--- src/rtl/lcs_pkg.sv ---
// ----------------------------------------------------------------------------
// lcs_pkg
// shared constants, state encoding and control/status bundles for the
// longest complementary substring block
// ----------------------------------------------------------------------------
`default_nettype none

package lcs_pkg;

	localparam int MAX_LEN = 256;
	localparam int IDX_W   = $clog2(MAX_LEN);
	localparam int CNT_W   = $clog2(MAX_LEN + 1);
	localparam int LEN_W   = $clog2(MAX_LEN + 1);

	localparam logic CMD_FIRST  = 1'b0;
	localparam logic CMD_SECOND = 1'b1;

	typedef enum logic [1:0] {
		ST_IDLE,
		ST_SWEEP,
		ST_REPORT
	} state_t;

	typedef struct packed {
		logic load_first;
		logic begin_second;
		logic sweep;
		logic report;
	} ctrl_t;

	typedef struct packed {
		logic first_empty;
		logic second_full;
		logic sweep_done;
	} status_t;

endpackage

`default_nettype wire

--- src/rtl/lcs_ctrl.sv ---
// ----------------------------------------------------------------------------
// lcs_ctrl
// beat acceptance and sequencing of load, sweep and report phases
// ----------------------------------------------------------------------------
`default_nettype none

module lcs_ctrl (
	input  wire logic            clk,
	input  wire logic            arst_n,
	input  wire logic            start,
	input  wire logic            command,
	input  wire logic            last,
	input  wire lcs_pkg::status_t status,
	output logic                 busy,
	output lcs_pkg::ctrl_t       ctrl
);

	lcs_pkg::state_t state_q;
	lcs_pkg::state_t state_d;
	logic            last_q;
	logic            accept;

	assign accept = start && (state_q == lcs_pkg::ST_IDLE);

	always_ff @(posedge clk or negedge arst_n) begin
		if (!arst_n) begin
			state_q <= lcs_pkg::ST_IDLE;
			last_q  <= 1'b0;
		end else begin
			state_q <= state_d;
			if (accept) begin
				last_q <= last;
			end
		end
	end

	always_comb begin
		state_d = state_q;
		unique case (state_q)
			lcs_pkg::ST_IDLE: begin
				if (accept && command == lcs_pkg::CMD_SECOND) begin
					if (!status.second_full && !status.first_empty) begin
						state_d = lcs_pkg::ST_SWEEP;
					end else if (last) begin
						state_d = lcs_pkg::ST_REPORT;
					end
				end
			end
			lcs_pkg::ST_SWEEP: begin
				if (status.sweep_done) begin
					state_d = last_q ? lcs_pkg::ST_REPORT : lcs_pkg::ST_IDLE;
				end
			end
			lcs_pkg::ST_REPORT: begin
				state_d = lcs_pkg::ST_IDLE;
			end
			default: begin
				state_d = lcs_pkg::ST_IDLE;
			end
		endcase
	end

	always_comb begin
		busy              = (state_q != lcs_pkg::ST_IDLE);
		ctrl.load_first   = accept && (command == lcs_pkg::CMD_FIRST);
		ctrl.begin_second = accept && (command == lcs_pkg::CMD_SECOND);
		ctrl.sweep        = (state_q == lcs_pkg::ST_SWEEP);
		ctrl.report       = (state_q == lcs_pkg::ST_REPORT);
	end

endmodule

`default_nettype wire

--- src/rtl/lcs_dpath.sv ---
// ----------------------------------------------------------------------------
// lcs_dpath
// base and run-length stores, one-entry-per-cycle run update and best
// tracking, registered result
// ----------------------------------------------------------------------------
`default_nettype none

module lcs_dpath (
	input  wire logic                         clk,
	input  wire logic                         arst_n,
	input  wire lcs_pkg::ctrl_t               ctrl,
	input  wire logic [1:0]                   base,
	input  wire logic                         blocked,
	output lcs_pkg::status_t                  status,
	output logic                              done,
	output logic                              found,
	output logic [lcs_pkg::LEN_W-1:0]         match_length,
	output logic [7:0]                        start_first,
	output logic [7:0]                        end_first,
	output logic [7:0]                        start_second,
	output logic [7:0]                        end_second
);

	localparam logic [lcs_pkg::LEN_W:0] SAT = (lcs_pkg::LEN_W + 1)'(lcs_pkg::MAX_LEN);
	localparam logic [lcs_pkg::CNT_W-1:0] FULL = lcs_pkg::CNT_W'(lcs_pkg::MAX_LEN);

	logic [2:0]                base_mem [lcs_pkg::MAX_LEN];
	logic [lcs_pkg::LEN_W-1:0] run_mem  [lcs_pkg::MAX_LEN];

	logic [lcs_pkg::CNT_W-1:0] count_q;
	logic [lcs_pkg::CNT_W-1:0] pos_q;
	logic [lcs_pkg::CNT_W-1:0] idx_q;
	logic [lcs_pkg::IDX_W-1:0] j_q;
	logic [1:0]                base_q;
	logic                      blk_q;
	logic [lcs_pkg::LEN_W-1:0] prev_q;
	logic [lcs_pkg::LEN_W-1:0] best_q;
	logic [lcs_pkg::IDX_W-1:0] best_ef_q;
	logic [lcs_pkg::IDX_W-1:0] best_es_q;

	logic                      valid_s1;
	logic [lcs_pkg::IDX_W-1:0] idx_s1;
	logic [2:0]                base_rd_s1;
	logic [lcs_pkg::LEN_W-1:0] run_rd_s1;

	logic                      rd_en;
	logic                      store_first;
	logic                      hit;
	logic [lcs_pkg::LEN_W:0]   sum;
	logic [lcs_pkg::LEN_W-1:0] v;
	logic                      better;

	assign store_first = ctrl.load_first && (count_q != FULL);
	assign rd_en       = ctrl.sweep && (idx_q != count_q);

	assign hit = !blk_q && !base_rd_s1[2] && (base_rd_s1[1:0] == ~base_q);
	assign sum = {1'b0, prev_q} + (lcs_pkg::LEN_W + 1)'(1);
	always_comb begin
		v = '0;
		if (hit) begin
			v = (sum > SAT) ? SAT[lcs_pkg::LEN_W-1:0] : sum[lcs_pkg::LEN_W-1:0];
		end
	end
	assign better = (v > best_q) || ((v != '0) && (v == best_q) && (idx_s1 < best_ef_q));

	assign status.first_empty = (count_q == '0);
	assign status.second_full = (pos_q == FULL);
	assign status.sweep_done  = (idx_q == count_q) && !valid_s1;

	// stores
	always_ff @(posedge clk) begin
		if (store_first) begin
			base_mem[count_q[lcs_pkg::IDX_W-1:0]] <= {blocked, base};
		end
		if (store_first) begin
			run_mem[count_q[lcs_pkg::IDX_W-1:0]] <= '0;
		end else if (valid_s1) begin
			run_mem[idx_s1] <= v;
		end
		if (rd_en) begin
			base_rd_s1 <= base_mem[idx_q[lcs_pkg::IDX_W-1:0]];
			run_rd_s1  <= run_mem[idx_q[lcs_pkg::IDX_W-1:0]];
		end
	end

	always_ff @(posedge clk) begin
		if (rd_en) begin
			idx_s1 <= idx_q[lcs_pkg::IDX_W-1:0];
		end
		if (ctrl.begin_second) begin
			base_q <= base;
			blk_q  <= blocked;
			j_q    <= pos_q[lcs_pkg::IDX_W-1:0];
		end
	end

	always_ff @(posedge clk or negedge arst_n) begin
		if (!arst_n) begin
			count_q   <= '0;
			pos_q     <= '0;
			idx_q     <= '0;
			prev_q    <= '0;
			best_q    <= '0;
			best_ef_q <= '0;
			best_es_q <= '0;
			valid_s1  <= 1'b0;
		end else begin
			valid_s1 <= rd_en;
			if (store_first) begin
				count_q <= count_q + lcs_pkg::CNT_W'(1);
			end
			if (ctrl.begin_second) begin
				idx_q  <= '0;
				prev_q <= '0;
				if (pos_q != FULL) begin
					pos_q <= pos_q + lcs_pkg::CNT_W'(1);
				end
			end
			if (rd_en) begin
				idx_q <= idx_q + lcs_pkg::CNT_W'(1);
			end
			if (valid_s1) begin
				prev_q <= run_rd_s1;
				if (better) begin
					best_q    <= v;
					best_ef_q <= idx_s1;
					best_es_q <= j_q;
				end
			end
			if (ctrl.report) begin
				count_q   <= '0;
				pos_q     <= '0;
				best_q    <= '0;
				best_ef_q <= '0;
				best_es_q <= '0;
			end
		end
	end

	// result beat
	always_ff @(posedge clk or negedge arst_n) begin
		if (!arst_n) begin
			done <= 1'b0;
		end else begin
			done <= ctrl.report;
		end
	end

	always_ff @(posedge clk) begin
		if (ctrl.report) begin
			found        <= (best_q != '0);
			match_length <= best_q;
			end_first    <= best_ef_q;
			end_second   <= best_es_q;
			if (best_q != '0) begin
				start_first  <= 8'(best_ef_q - best_q[7:0] + 8'd1);
				start_second <= 8'(best_es_q - best_q[7:0] + 8'd1);
			end else begin
				start_first  <= '0;
				start_second <= '0;
			end
		end
	end

endmodule

`default_nettype wire

--- src/rtl/longest_complementary_substring.sv ---
// ----------------------------------------------------------------------------
// longest_complementary_substring
// first-string beat: busy stays low. second-string beat: busy while the run
// store is swept one entry per cycle through its registered read port, then
// drained; no sweep if the first string is empty or the second is full
// a second-string beat with last set adds a report state; done pulses the cycle
// after it, the receiver cannot stall it
// arst_n clears control, counts and best run; stores need no clearing
// ----------------------------------------------------------------------------
`default_nettype none

module longest_complementary_substring (
	input  wire logic                         clk,
	input  wire logic                         arst_n,
	input  wire logic                         start,
	output logic                              busy,
	input  wire logic                         command,
	input  wire logic [1:0]                   base,
	input  wire logic                         blocked,
	input  wire logic                         last,
	output logic                              done,
	output logic                              found,
	output logic [lcs_pkg::LEN_W-1:0]         match_length,
	output logic [7:0]                        start_first,
	output logic [7:0]                        end_first,
	output logic [7:0]                        start_second,
	output logic [7:0]                        end_second
);

	lcs_pkg::ctrl_t   ctrl;
	lcs_pkg::status_t status;

	lcs_ctrl u_ctrl (
		.clk    (clk),
		.arst_n (arst_n),
		.start  (start),
		.command(command),
		.last   (last),
		.status (status),
		.busy   (busy),
		.ctrl   (ctrl)
	);

	lcs_dpath u_dpath (
		.clk         (clk),
		.arst_n      (arst_n),
		.ctrl        (ctrl),
		.base        (base),
		.blocked     (blocked),
		.status      (status),
		.done        (done),
		.found       (found),
		.match_length(match_length),
		.start_first (start_first),
		.end_first   (end_first),
		.start_second(start_second),
		.end_second  (end_second)
	);

`ifndef SYNTHESIS
	a_done_idle: assert property (@(posedge clk) disable iff (!arst_n)
		done |-> !busy) else $error("result beat while busy");
	a_done_pulse: assert property (@(posedge clk) disable iff (!arst_n)
		done |=> !done) else $error("result beat repeated");
	a_found_len: assert property (@(posedge clk) disable iff (!arst_n)
		done |-> (found == (match_length != '0))) else $error("found disagrees with length");
	a_first_fast: assert property (@(posedge clk) disable iff (!arst_n)
		(start && !busy && command == lcs_pkg::CMD_FIRST) |=> !busy)
		else $error("first-string beat made block busy");
`endif

endmodule

`default_nettype wire
--- config.mk ---
export PLATFORM = sky130hd
export DESIGN_NAME = longest_complementary_substring
export DESIGN_NICKNAME = d
export VERILOG_FILES = /design/src/rtl/lcs_pkg.sv /design/src/rtl/lcs_ctrl.sv /design/src/rtl/lcs_dpath.sv /design/src/rtl/longest_complementary_substring.sv
export SDC_FILE = /design/constraint.sdc
export NUM_CORES = 2
export LEC_CHECK = 0
export BUFFER_PORTS_ARGS = -buffer_cell sky130_fd_sc_hd__buf_2
export CAP_MARGIN = 20
export CORE_MARGIN = 3
export CORE_UTILIZATION = 66
export DETAILED_ROUTE_END_ITERATION = 7
export MAX_ROUTING_LAYER = met4
export PLACE_DENSITY = 0.82
export RECOVER_POWER = 25
export SETUP_SLACK_MARGIN = 0.4
export SLEW_MARGIN = 20
export SYNTH_ARGS = -nofsm -noshare
export SYNTH_HDL_FRONTEND = slang
export SYNTH_HIERARCHICAL = 1
export SYNTH_SLANG_ARGS = --single-unit
--- constraint.sdc ---
create_clock -name clk -period 30.5 [get_ports clk]
set_clock_uncertainty 0.2 [all_clocks]
set_input_delay 0 -clock clk [delete_from_list [all_inputs] [get_ports clk]]
set_output_delay 0 -clock clk [all_outputs]
set_load 0.01 [all_outputs]
After elaboration in Yosys (flattened, before gate mapping):

Memory sizes are Yosys's and may differ from the RTL's. A register that Yosys moved wholly into a read port is not among the register bits.
Cells that the tools add are included.

* register bits: 127
* RAM bits: 3072
* input bits: 8
* output and inout bits: 44
* logic and storage cells: 114
* memories: 2

* $add $sub $neg: 8
* order comparisons: 3
* equal/unequal tests: 12
* muxes and demuxes: 33
* bitwise operators: 2
* reduce and logical (&&, ||, !) cells: 33

Memory list
* u_dpath.run_mem: words 256, width 9, read ports 1, clocked after Yosys merged registers in 1, write ports 1, line lcs_dpath.sv:28 `logic [lcs_pkg::LEN_W-1:0] run_mem [lcs_pkg::MAX_LEN];`
* u_dpath.base_mem: words 256, width 3, read ports 1, clocked after Yosys merged registers in 1, write ports 1, line lcs_dpath.sv:27 `logic [2:0] base_mem [lcs_pkg::MAX_LEN];`

Operator list (number)
* 9-bit 2-to-1 mux: 14
* 8-bit 2-to-1 mux: 7
* 9-bit by 1-bit adder with 9-bit output, second input constant: 3
* 9-bit == test: 2
* 9-bit != test, second input constant: 2
* 9-bit nonzero test: 2
* 8-bit by 1-bit adder with 8-bit output, second input constant: 2
* 2-bit nonzero test: 8
* 8-bit subtractor: 2
* 1-bit logical AND: 11
* 9-bit by 1-bit adder with 10-bit output, second input constant: 1
* 10-bit by 9-bit > comparator with 1-bit output, second input constant: 1
* 2-bit 2-to-1 mux: 5
* 9-bit == test, second input constant: 1
* 9-bit > comparator: 1
* 9-bit zero test: 1
* 9-bit != test: 1
* 9-bit OR reduction: 1
* 8-bit less-than comparator: 1
* 1-bit 2-to-1 mux: 6
* 1-bit zero test: 5
* 2-bit != test, second input constant: 2
* 2-bit one-hot mux with 2 select lines: 1
* 2-bit AND reduction: 2
* 9 further kinds: 9

Logic depth before layout (Yosys ltp):

* depth after elaboration: 11
* mapped depth: 16

Modules after synthesis:

Netlist, hierarchy kept.

By module, submodules not included
* lcs_dpath: times used 1, cells each 6774, area an instance 127397.2 um^2
* lcs_ctrl: times used 1, cells each 16, area an instance 190.2 um^2

Worst setup path before layout:

Ideal clock, no wire load.

* path type: reg2reg
* from: reg u_dpath/count_q[0] in the netlist's numbering
* to: mem u_dpath/run_mem[0][0] in the netlist's numbering, data pin
* library setup time: 1.392 ns
* data arrival time: 8.251 ns
* data required time: 28.908 ns
* slack: 20.657 ns
* cell stages (with the launch flop): 10
* buffers on the path: 2
* cells stage by stage: dfrtp_1 > clkbuf_1 > inv_1 > ha_1 > or3b_2 > o31ai_4 > nand2_1 > or3_1 > clkbuf_1 > nor2_1

* cells in the longest elaborated chain, start to end: 6

RTL lines
* start: declaration: line lcs_dpath.sv:30 `logic [lcs_pkg::CNT_W-1:0] count_q;`
* start signal: assignment: line lcs_dpath.sv:110 `count_q <= count_q + lcs_pkg::CNT_W'(1);`
* 9-bit != test: line lcs_dpath.sv:53 `assign store_first = ctrl.load_first && (count_q != FULL);`
* 1-bit logical AND: line lcs_dpath.sv:53
* 1-bit 2-to-1 mux: line lcs_dpath.sv:75 `if (store_first) begin`
* 1-bit 2-to-1 mux (not written as such): line lcs_dpath.sv:78 `run_mem[idx_s1] <= v;`
* 9-bit OR reduction (no line)
* 9-bit 2-to-1 mux (no line)
* end: declaration: line lcs_dpath.sv:28

No other way between the ends.

Worst setup path in the final report:

* from: reg u_dpath/idx_q[3] in the netlist's numbering
* to: reg u_dpath.base_rd_s1[2], read port of u_dpath.base_mem, data pin

* cells in the longest elaborated chain, start to end: 2

RTL lines
* start: declaration: line lcs_dpath.sv:32 `logic [lcs_pkg::CNT_W-1:0] idx_q;`
* start signal: assignment: line lcs_dpath.sv:120 `idx_q <= idx_q + lcs_pkg::CNT_W'(1);`
* 9-bit != test: line lcs_dpath.sv:54 `assign rd_en = ctrl.sweep && (idx_q != count_q);`
* 1-bit logical AND: line lcs_dpath.sv:54
* end: declaration: line lcs_dpath.sv:43 `logic [2:0] base_rd_s1;`

Parallel ways exist; a longest one is shown, timed or not.
A chain may end at the register's enable or synchronous reset.

==> results.ini <==
[run_status]
outcome = complete, but fails checks
violations = capacitance limit, slew limit

[route]
finalWirelength_um = 361700
dr.first_iter.drc_count = 13240
remaining_drc_errors = 0
num_vias = 72710
wl_per_cell_um = 37.42
ant_nets = 0
routed_via_density = 7.521
first_pass_iters = 7

[sta]
hold_ws_ns = 0.1764
finalHoldViolCount = 0
post-route-period-util_pct = 37.58
maxSlewHeadroom_pct = -327.9
rsz0062_at_grt = false
setup_viol_count_final = 0
max_freq_ghz = 0.08725
worstMarginPinSlew_ns = 6.419
maxSlewViolCount = 1736
fin_crit_ns = 11.46
timing.final.ws_setup_ns = 19.04
finalSetupTns_ns = 0

[synthesis]
ys.flop_type = edfxtp_1
ys_seq_area_share_pct = 75.31
synth.distinct_cells = 79
synth-simple-area-share_pct = 3.759
syn-cell-area_um2 = 127600
synthCells = 6790
synth_top_family_by_area = multiplexers
synth.avg_cell_area_um2 = 18.79
netlist.area_leader.share_pct = 74.02
muxShareOfSynthArea_pct = 13.75
synthArstFlopShare_pct = 2.055
synth_edf_count = 3145
synth_commonest_cells = edfxtp_1 (3145), nor2_1 (627), mux4_2 (534), mux2i_1 (528), clkbuf_1 (195)
syn_nets = 6851
synthXorXnorAreaFrac_pct = 0.3158
yosys.area.top_type = edfxtp_1
synth-compound-area-share_pct = 4.454
synth_most_common_cell = edfxtp_1
yosys_warnings = 6
ys_seq_elements = 3211
netlist_top_cells_area = edfxtp_1 (74%), mux4_2 (9.4%), mux2i_1 (4.1%)
synth_fa_ha_area_share_pct = 0.5315

[run]
cap_violations = 36

[clock_tree]
clk_pin_slew_worst_paths_ns = 0.06
clock_latency_ns = 0.93
cts_made_buffers = 318
root_buffer = clkbuf_16
post-cts-setup-buffers = 0
h-tree-depth = 5
clockBufferDepth = 4
cts_resized = 0
cts_tree = yes
numClockSinks = 3211

[placement]
portBuffers = 51
place_hpwl_um = 201700
gp_congestion = 0.9264
dp_slack_ns = 23.03
placed_area_um2 = 130300

[die]
die_w_um = 445.7
initial_utilization_pct = 66.74
ioPinCount = 52
rows = 160
coreArea_um2 = 191200
die_h_um = 445.7
die_area_um2 = 198600

[power]
total_power_mw = 11.43
netSwitchingPower_mw = 3.307
p_int_mw = 8.124
seq_power_share_pct = 44.1
irDropWorstVdd_v = 0.00009343
p_leak_nw = 45.87
combPwrFrac_pct = 22.8
clockPowerShare_pct = 33.1
cellPowerDensity_nw_per_um2 = 81.48
p_sw_share_pct = 28.93

[global_route]
grt_use_total_pct = 37.54
grt_pass1_vias = 70320
overflow = 0
grt_pass1_wl_um = 511600
grt_max_degree = 257
antenna_found_initial = 12

[critical_path]
critPathArrivalTime_ns = 11.93
start_kind = flop
worstPathMaxFanout = 84
worst-setup-path-type = flop to flop
end_kind = flop
critPathRequiredTime_ns = 30.97

[min_path]
hp-class = input pin to flop

[layout]
final_cell_area_um2 = 140300
layout.nets = 6961
drive_gt1_share_pct = 16.76
area_delta_synth_final_pct = 9.949

-- power by group through the flow --
stage          combinational [mW]  sequential (mW)  clock, mW
6_report                     2.60             5.04       3.78
5_1_grt                      2.70             5.05       3.95
4_1_cts                      2.55             5.03       3.79
3_5_place_dp                 2.50             5.13          0
3_3_place_gp                 2.45             5.12          0
2_1_floorplan                1.85             5.06          0
-- worst max-delay path, cell delays in order (launching register included) --
cell      delay, ns
dfrtp_1        1.93
clkbuf_1       4.62
nand2_1        1.91
o22ai_1        0.73
nor3_1         0.10
nor4_1         0.95
a31oi_1        0.39
nor4b_1        0.27
-- stage by stage --
stage | utilization, % | cells
5_1_grt | 73.36 | 9655
3_5_place_dp | 68.15 | 9063
3_3_place_gp | 68.13 | 9061
2_1_floorplan | - | 6790
4_1_cts | 73.39 | 9631
6_report | 73.38 | 9667
-- cell type report --
type	count	area [um2]
Inverter	45	178.9
Sequential cell	3211	96100
Tap cell	2511	3142
Clock buffer	371	8273
Antenna cell	25	62.56
Multi-Input combinational cell	3108	29370
Clock inverter	180	1544
Timing Repair Buffer	216	1617
Fill cell	10160	50900
-- worst paths after layout --
check                                     start                      to  slack, ns  depth (start not counted)
min in group asynchronous                arst_n        u_dpath/pos_q[1]       1.37                          4
max                            u_dpath/idx_q[3]   u_dpath/base_rd_s1[2]      19.04                          7
max in group asynchronous                arst_n        u_dpath/idx_q[4]      26.08                          4
min                                     command  u_dpath/base_mem[0][0]       0.18                          4
max reg2reg                    u_dpath/idx_q[3]   u_dpath/base_rd_s1[2]      19.04                          7
min reg2reg                u_dpath/best_ef_q[1]    u_dpath/end_first[1]       0.28                          0
-- cells in the final DEF (no fill, tap or decap), types with 33 or more instances in the layout --
| cell | netlist | routed |
|---|---|---|
| nor3_1 | 65 | 64 |
| buf_4 | 84 | 113 |
| clkinv_2 | 0 | 62 |
| o221ai_1 | 179 | 179 |
| nor2_1 | 627 | 596 |
| a21oi_1 | 167 | 167 |
| ha_1 | 51 | 51 |
| nand2_1 | 155 | 151 |
| edfxtp_1 | 3145 | 3145 |
| a22oi_1 | 34 | 34 |
| mux2i_1 | 528 | 528 |
| clkbuf_1 | 195 | 113 |
| inv_1 | 42 | 42 |
| o22ai_1 | 129 | 129 |
| dfrtp_1 | 66 | 64 |
| nand3_1 | 87 | 83 |
| clkinv_1 | 2 | 76 |
| a211oi_1 | 40 | 39 |
| o21ai_0 | 120 | 118 |
| clkbuf_16 | 0 | 323 |
| mux4_2 | 534 | 534 |
| xnor2_1 | 33 | 33 |
-- flip-flops by register name (all words and copies together), names as in the netlist, 2 cells and up --
| signal | count |
|---|---|
| u_dpath/end_second | 8 |
| u_dpath/run_rd_s1 | 9 |
| u_dpath/pos_q | 9 |
| u_dpath/base_mem | 768 |
| u_dpath/run_mem | 2304 |
| u_dpath/idx_q | 9 |
| u_dpath/prev_q | 9 |
| u_dpath/count_q | 9 |
| u_dpath/base_rd_s1 | 3 |
| u_dpath/idx_s1 | 8 |
| u_dpath/base_q | 2 |
| u_ctrl/state_q | 2 |
| u_dpath/end_first | 8 |
| u_dpath/start_first | 8 |
| u_dpath/start_second | 8 |
| u_dpath/j_q | 8 |
| u_dpath/best_ef_q | 8 |
| u_dpath/match_length | 9 |
| u_dpath/best_es_q | 8 |
| u_dpath/best_q | 9 |
-- routing by layer --
metal  wire length (um)  vias to the layer above  global-route usage, %
met5                  0                        -                      -
met4              26560                        0                  21.73
met3              53570                     1484                  11.53
met2             165600                     6906                  54.48
met1             116000                    36440                  47.52
li1                   -                    27880                      -
-- kinds of logic after synthesis --
family	count (synthesis)
AO/OA/AOI/OAI	828
buffers and inverters	471
adder cells (fa/ha/maj)	53
multiplexers	1083
AND/OR/NAND/NOR	1098
XOR/XNOR	46
flip-flops	3211
-- repair_timing --
action,in CTS,in global routing
endpoints found under the hold margin,639,0
setup endpoints to repair,0,0
hold buffers,17,0
Note: power is estimated with default switching activity, not from simulation.
